### src/csvrfs_pkg.sv
// ----------------------------------------------------------------------------
// CSV row splitter package
// Shared widths, result codes, character constants and the result record.
// ----------------------------------------------------------------------------
package csvrfs_pkg;

   localparam int MAX_FIELD_BUFFER = 4096;
   localparam int MAX_COLUMNS      = 8;

   localparam int BYTE_W   = 8;
   localparam int KIND_W   = 2;
   localparam int COL_W    = 4;
   localparam int ERR_W    = 2;
   localparam int CNT_W    = 12;
   localparam int FBS_W    = 13;
   localparam int CSR_IDX_W = 1;
   localparam int RSP_DATA_W = 16;

   localparam logic [KIND_W-1:0] KIND_CHAR      = 2'd0;
   localparam logic [KIND_W-1:0] KIND_FIELD_END = 2'd1;
   localparam logic [KIND_W-1:0] KIND_ROW_DONE  = 2'd2;
   localparam logic [KIND_W-1:0] KIND_ERROR     = 2'd3;

   localparam logic [ERR_W-1:0] ERR_COLUMNS = 2'd0;
   localparam logic [ERR_W-1:0] ERR_LENGTH  = 2'd1;
   localparam logic [ERR_W-1:0] ERR_QUOTE   = 2'd2;

   localparam logic [CSR_IDX_W-1:0] REG_COLUMN_LIMIT = 1'd0;
   localparam logic [CSR_IDX_W-1:0] REG_FIELD_BUFFER = 1'd1;

   localparam logic [COL_W-1:0] COLUMN_LIMIT_RESET = 4'd4;
   localparam logic [FBS_W-1:0] FIELD_BUFFER_RESET = 13'd256;

   localparam logic [BYTE_W-1:0] CH_COMMA = 8'h2C;
   localparam logic [BYTE_W-1:0] CH_QUOTE = 8'h22;
   localparam logic [BYTE_W-1:0] CH_LF    = 8'h0A;
   localparam logic [BYTE_W-1:0] CH_CR    = 8'h0D;
   localparam logic [BYTE_W-1:0] CH_NUL   = 8'h00;

   typedef struct packed {
      logic [ERR_W-1:0]  error_code;
      logic [COL_W-1:0]  column;
      logic [BYTE_W-1:0] char_out;
      logic [KIND_W-1:0] kind;
   } result_type;

endpackage

### src/csv_row_field_splitter_top.sv
// ----------------------------------------------------------------------------
// CSV row field splitter
// A result is registered in the output register, or in the skid entry if stalled.
// Throughput: one request per cycle while the skid entry is empty; the state
// update is a single pass of compares and one 13-bit add/compare on the field
// character count. A two-entry output stage (result register plus skid) keeps
// req_tready registered. Synchronous active-high reset clears row state and the
// output stage, and loads column_limit = 4 and field_buffer_size = 256.
// ----------------------------------------------------------------------------
module csv_row_field_splitter_top (
   input  logic                              clock,
   input  logic                              reset,
   input  logic                              req_tvalid,
   output logic                              req_tready,
   input  logic [csvrfs_pkg::BYTE_W-1:0]     req_tdata,   // [7:0] text_byte
   input  logic                              req_tlast,   // row_end
   output logic                              rsp_tvalid,
   input  logic                              rsp_tready,
   // [7:0] char_out, [11:8] column, [13:12] error_code, [15:14] zero
   output logic [csvrfs_pkg::RSP_DATA_W-1:0] rsp_tdata,
   output logic [csvrfs_pkg::KIND_W-1:0]     rsp_tuser,   // [1:0] kind
   input  logic                              csr_valid,
   output logic                              csr_ready,
   input  logic [csvrfs_pkg::CSR_IDX_W-1:0]  csr_index,
   input  logic [csvrfs_pkg::FBS_W-1:0]      csr_data
);
   import csvrfs_pkg::*;

   // configuration
   logic [COL_W-1:0] col_limit_ff;
   logic [FBS_W-1:0] buf_size_ff;
   logic [COL_W-1:0] eff_cols;
   logic [FBS_W-1:0] eff_buf;

   // row state
   logic             quoted_ff, quoted_in;
   logic             pending_ff, pending_in;
   logic [COL_W-1:0] field_ff, field_in;
   logic [CNT_W-1:0] count_ff, count_in;
   logic             discard_ff, discard_in;

   // output stage
   logic       out_valid_ff, out_valid_in;
   result_type out_data_ff, out_data_in;
   logic       skid_valid_ff, skid_valid_in;
   result_type skid_data_ff, skid_data_in;

   logic       req_fire;
   logic       res_valid;
   result_type res;

   // datapath temporaries
   logic [BYTE_W-1:0] b;
   logic              q_eff;
   logic              is_term;
   logic              col_full;
   logic              do_append;
   logic [BYTE_W-1:0] app_ch;
   logic [FBS_W-1:0]  count_next;

   assign csr_ready  = 1'b1;
   assign req_tready = !skid_valid_ff;
   assign req_fire   = req_tvalid && req_tready;

   assign eff_cols = (col_limit_ff > COL_W'(MAX_COLUMNS)) ? COL_W'(MAX_COLUMNS) : col_limit_ff;
   assign eff_buf  = (buf_size_ff > FBS_W'(MAX_FIELD_BUFFER)) ?
                     FBS_W'(MAX_FIELD_BUFFER) : buf_size_ff;

   assign b          = req_tdata;
   assign col_full   = (field_ff >= eff_cols);
   assign is_term    = (b == CH_NUL) || (b == CH_LF) || (b == CH_CR);
   assign count_next = {1'b0, count_ff} + FBS_W'(1);

   always_comb begin
      quoted_in  = quoted_ff;
      pending_in = pending_ff;
      field_in   = field_ff;
      count_in   = count_ff;
      discard_in = discard_ff;
      res_valid  = 1'b0;
      res        = '0;
      q_eff      = quoted_ff;
      do_append  = 1'b0;
      app_ch     = b;

      if (req_tlast) begin
         if (!discard_ff) begin
            res_valid = 1'b1;
            if (quoted_ff && !pending_ff) begin
               res.kind       = KIND_ERROR;
               res.error_code = ERR_QUOTE;
            end else if (col_full) begin
               res.kind       = KIND_ERROR;
               res.error_code = ERR_COLUMNS;
            end else begin
               res.kind   = KIND_ROW_DONE;
               res.column = field_ff + COL_W'(1);
            end
         end
         quoted_in  = 1'b0;
         pending_in = 1'b0;
         field_in   = '0;
         count_in   = '0;
         discard_in = 1'b0;
      end else if (!discard_ff) begin
         if (pending_ff) begin
            pending_in = 1'b0;
            q_eff      = 1'b0;
         end
         if (pending_ff && b == CH_QUOTE) begin
            // doubled quote: literal quote, quoting stays open
            do_append = 1'b1;
            app_ch    = CH_QUOTE;
         end else if (b == CH_QUOTE) begin
            quoted_in = 1'b1;
            if (q_eff) begin
               pending_in = 1'b1;
            end
         end else begin
            quoted_in = q_eff;
            if (q_eff && b == CH_NUL) begin
               res_valid      = 1'b1;
               res.kind       = KIND_ERROR;
               res.error_code = ERR_QUOTE;
               discard_in     = 1'b1;
            end else if (!q_eff && (b == CH_COMMA || is_term)) begin
               res_valid = 1'b1;
               if (col_full) begin
                  res.kind       = KIND_ERROR;
                  res.error_code = ERR_COLUMNS;
                  discard_in     = 1'b1;
               end else if (b == CH_COMMA) begin
                  res.kind   = KIND_FIELD_END;
                  res.column = field_ff;
                  field_in   = field_ff + COL_W'(1);
                  count_in   = '0;
               end else begin
                  res.kind   = KIND_ROW_DONE;
                  res.column = field_ff + COL_W'(1);
                  discard_in = 1'b1;
               end
            end else begin
               do_append = 1'b1;
            end
         end

         if (do_append) begin
            res_valid = 1'b1;
            if (col_full) begin
               res.kind       = KIND_ERROR;
               res.error_code = ERR_COLUMNS;
               discard_in     = 1'b1;
            end else if (count_next >= eff_buf) begin
               res.kind       = KIND_ERROR;
               res.error_code = ERR_LENGTH;
               discard_in     = 1'b1;
            end else begin
               res.kind     = KIND_CHAR;
               res.char_out = app_ch;
               res.column   = field_ff;
               count_in     = count_next[CNT_W-1:0];
            end
         end
      end
   end

   // output register with skid entry
   always_comb begin
      out_valid_in  = out_valid_ff;
      out_data_in   = out_data_ff;
      skid_valid_in = skid_valid_ff;
      skid_data_in  = skid_data_ff;
      if (out_valid_ff && rsp_tready) begin
         out_valid_in  = skid_valid_ff;
         out_data_in   = skid_data_ff;
         skid_valid_in = 1'b0;
      end
      if (req_fire && res_valid) begin
         if (!out_valid_ff || rsp_tready) begin
            out_valid_in = 1'b1;
            out_data_in  = res;
         end else begin
            skid_valid_in = 1'b1;
            skid_data_in  = res;
         end
      end
   end

   always_ff @(posedge clock) begin
      if (reset) begin
         col_limit_ff  <= COLUMN_LIMIT_RESET;
         buf_size_ff   <= FIELD_BUFFER_RESET;
         quoted_ff     <= 1'b0;
         pending_ff    <= 1'b0;
         field_ff      <= '0;
         count_ff      <= '0;
         discard_ff    <= 1'b0;
         out_valid_ff  <= 1'b0;
         skid_valid_ff <= 1'b0;
      end else begin
         if (csr_valid && csr_ready) begin
            case (csr_index)
               REG_COLUMN_LIMIT: col_limit_ff <= csr_data[COL_W-1:0];
               REG_FIELD_BUFFER: buf_size_ff  <= csr_data;
               default: ;
            endcase
         end
         if (req_fire) begin
            quoted_ff  <= quoted_in;
            pending_ff <= pending_in;
            field_ff   <= field_in;
            count_ff   <= count_in;
            discard_ff <= discard_in;
         end
         out_valid_ff  <= out_valid_in;
         skid_valid_ff <= skid_valid_in;
      end
   end

   always_ff @(posedge clock) begin
      out_data_ff  <= out_data_in;
      skid_data_ff <= skid_data_in;
   end

   assign rsp_tvalid = out_valid_ff;
   assign rsp_tuser  = out_data_ff.kind;
   assign rsp_tdata  = {2'b00, out_data_ff.error_code, out_data_ff.column,
                        out_data_ff.char_out};

endmodule

### config.mk
export PLATFORM = sky130hd
export DESIGN_NAME = csv_row_field_splitter_top
export DESIGN_NICKNAME = d
export VERILOG_FILES = /design/src/csvrfs_pkg.sv /design/src/csv_row_field_splitter_top.sv
export SDC_FILE = /design/constraint.sdc
export NUM_CORES = 1
export LEC_CHECK = 0
export ABC_CLOCK_PERIOD_IN_PS = 6580
export BUFFER_PORTS_ARGS = -buffer_cell sky130_fd_sc_hd__buf_2
export CORE_UTILIZATION = 63
export DETAILED_ROUTE_END_ITERATION = 7
export PLACE_DENSITY = 0.89
export SYNTH_ARGS = -nofsm -noshare
export SYNTH_HDL_FRONTEND = slang
export SYNTH_SLANG_ARGS = --single-unit
export TNS_END_PERCENT = 5
### constraint.sdc
create_clock -name clock -period 6.58 [get_ports clock]
set_input_delay 1.316 -clock clock [delete_from_list [all_inputs] [get_ports clock]]
set_output_delay 1.316 -clock clock [all_outputs]
set_load 0.02 [all_outputs]
==> reports/summary.txt <==
CTS Buf Count = 9
Die ar. = 0.00645 mm^2
filler cell count = 480
Slew @ Worst Pin = 749 ps
dominant synthesized flop cell = dfxtp_1
die height = 80.3 um
critical-path cell list = ha_1, nand3_1, nor2_1, and3_1, xor2_1, ha_1, a21o_1, a2111o_1, a32oi_1, a31o_2, and3b_1, o22a_1, a21o_1
most frequent cells in the layout = 71 x nand2_1, 54 x dfxtp_1, 45 x buf_2
number of cells on the critical path = 13
total vias in the final route = 3,407
number of buffers added on ports = 45
Seq/Total Area, Yosys = 40.4%
Worst R2R End = rsp_tdata[11]$_DFF_P_
power per cell area = 245 mW/mm^2
Mean Syn Cell Area = 8.62 um^2
RSZ-0062 raised after global routing = false
Tmin final = 3650 ps
number of synthesis warnings = 0
commonest non-fill, non-tap cell in the layout = nand2_1
initial antenna violation count = 0
Post-route DRC = 0
clk sinks = 70
Worst Setup End Kind = register
wire length per cell = 15.6 um
Max VDD drop = 0.179 mV
WP data arrival = 3960 ps
vias in the first global route = 3,117
Hold Path Origin = buf_size_ff[11]$_SDFFE_PP0P_
max-slew violation count = 0
FMAX = 0.274 GHz
die extent in x = 80.3 um
setup slack, reg-to-reg = 2930 ps
gpl congestion = 0.920
drt first pass iters = 4
outcome = finished, final reports clean
number of core rows = 28
final hold violation count = 0
hold worst-path end = buf_size_ff[11]$_SDFFE_PP0P_
GRT Util Overall = 29.7%
grt ovf = 0
CTS HTree Levels = 3
max incr delay on CP = 510 ps
CP bufs+invs = 0
Top-Level Pins = 49
core footprint = 0.00592 mm^2
Reg clk slew, reported paths = 70 ps
wirelength, routed = 8820 um
Distinct cells, synth = 59
R2R depth = 13
Crit Path Class = register to register
Final Skew = 11.3 ps
max_cap viols = 0
# hold bufs at CTS = 0
WP data required = 6880 ps
Final ANT Viol Nets = 0
# Post-CTS Setup Buffers = 0
synthesized netlist cell count = 448
WHS Path Cells = 2
top cell type's share of synthesized area = 28.0%
Post-synth EDFFs = 16
Critical Path Slowest Stage Cell = and3b_1
final setup violation count = 0
CP Max Fanout = 19
Core Util, Final = 72.5%
crit start category = register
CTS Buffer Depth = 2
Hold Crit Class = register to register
final cycle utilization of the critical path = 55.5%
global-route wire length before repair = 14,500 um
Ant. Diodes = 0
post-layout instance area = 0.00429 mm^2
Static Leak = 0.00183 uW
post-synthesis register bit count = 70
DR iter-0 viols = 227
TNS Setup = 0 ps
nets@finish = 531
CTS tree = built
Post-CTS Resized = 0
layout cells sized above 1 = 14.7%
Root Driver = clkbuf_8
Skew-Pair Late Insertion Delay = 360 ps
CP delay by family, top = compound AO/OA/AOI/OAI gates
Layout area overhead = 11.1%
DP Wirelength = 6560 um
placed inst area = 0.00409 mm^2
dominant cell type by area after synthesis = dfxtp_1
largest net degree at the start of global routing = 33
Vias per Instance = 6.04
Synth area leaders = dfxtp_1 28%, edfxtp_1 12%, nand2_1 6.9%
Initial Utilization = 65.3%
Post-Syn Area = 0.00386 mm^2
max_slew headroom = 49.5%
Synth async-reset ratio = 0%
FF-to-FF Start = count_ff[0]$_SDFFE_PP0P_
hold slack = 456 ps
Power Total = 1050 uW
-- report_power, final --
group          total, uW  leakage, uW  switching (uW)  internal (uW)
Sequential           487     0.000592            17.9            469
Clock                373     0.000101             160            213
Combinational        191      0.00114             124           67.5
-- registers in the layout, summed over array words and instances, names as in the netlist, 2 cells and up --
signal,cells
buf_size_ff,13
col_limit_ff,4
count_ff,12
field_ff,4
rsp_tdata,14
rsp_tuser,2
skid_data_ff,16
-- synth_stat cells, types with 7 or more instances --
| cell type | count |
|---|---|
| a32o_1 | 8 |
| nor3_1 | 7 |
| nand2_1 | 71 |
| o21ai_0 | 17 |
| a211oi_1 | 8 |
| dfxtp_1 | 54 |
| mux2i_1 | 13 |
| nor2b_1 | 7 |
| nor2_1 | 24 |
| nand3_1 | 30 |
| a21o_1 | 8 |
| a21oi_1 | 41 |
| edfxtp_1 | 16 |
| ha_1 | 19 |
| inv_1 | 12 |
| and2_1 | 11 |
| and3_1 | 8 |
| clkbuf_1 | 14 |
| o21ai_1 | 12 |
-- stage by stage --
stage	worst slack, ps	std cells
after detailed placement	2970	548
after CTS	2930	564
after floorplan	3490	449
final	2930	564
after global placement	3020	548
after global routing	2610	564
-- how the worst max path moves through the flow --
stage                             startpoint                         to  slack (ps)
CTS                 count_ff[0]$_SDFFE_PP0P_      rsp_tdata[11]$_DFF_P_        2930
floorplan                       req_tdata[5]  skid_data_ff[7]$_DFFE_PP_        3490
detailed placement              req_tdata[5]      rsp_tdata[11]$_DFF_P_        2970
finish              count_ff[0]$_SDFFE_PP0P_      rsp_tdata[11]$_DFF_P_        2930
global placement                req_tdata[1]      rsp_tdata[11]$_DFF_P_        3020
global route        count_ff[0]$_SDFFE_PP0P_       rsp_tdata[9]$_DFF_P_        2610
-- tightest hold or removal path: stages, from the launching register on --
cell     delay [ps]
dfxtp_1         310
nand2_1          50
a21oi_1          50
-- layout make-up --
class | count | area [um^2] | area share, %
Timing Repair Buffer | 46 | 233 | 5.42
Clock inverter | 4 | 72.6 | 1.69
Sequential cell | 70 | 1560 | 36.4
Clock buffer | 12 | 135 | 3.15
Tap cell | 75 | 93.8 | 2.19
Inverter | 12 | 45.0 | 1.05
Multi-Input combinational cell | 345 | 2150 | 50.1
-- kinds of logic after synthesis --
group,synth area share (%)
AND/OR/NAND/NOR,23.7
other,0.194
XOR/XNOR,2.49
flip-flops,40.4
multiplexers,3.37
AO/OA/AOI/OAI,19.6
buffers and inverters,4.08
adder cells (fa/ha/maj),6.15
-- per-layer routing --
layer  vias up  global-route usage (%)  wire (um)  part of all wire (%)
met5         -                       0          0                     0
li1       1689                       -          -                     -
met4         0                    13.6        179                   2.0
met1      1596                    36.2       3880                    44
met2       101                    50.3       4240                    48
met3        21                    6.02        522                   5.9
Power figures use the tool's default switching activity.
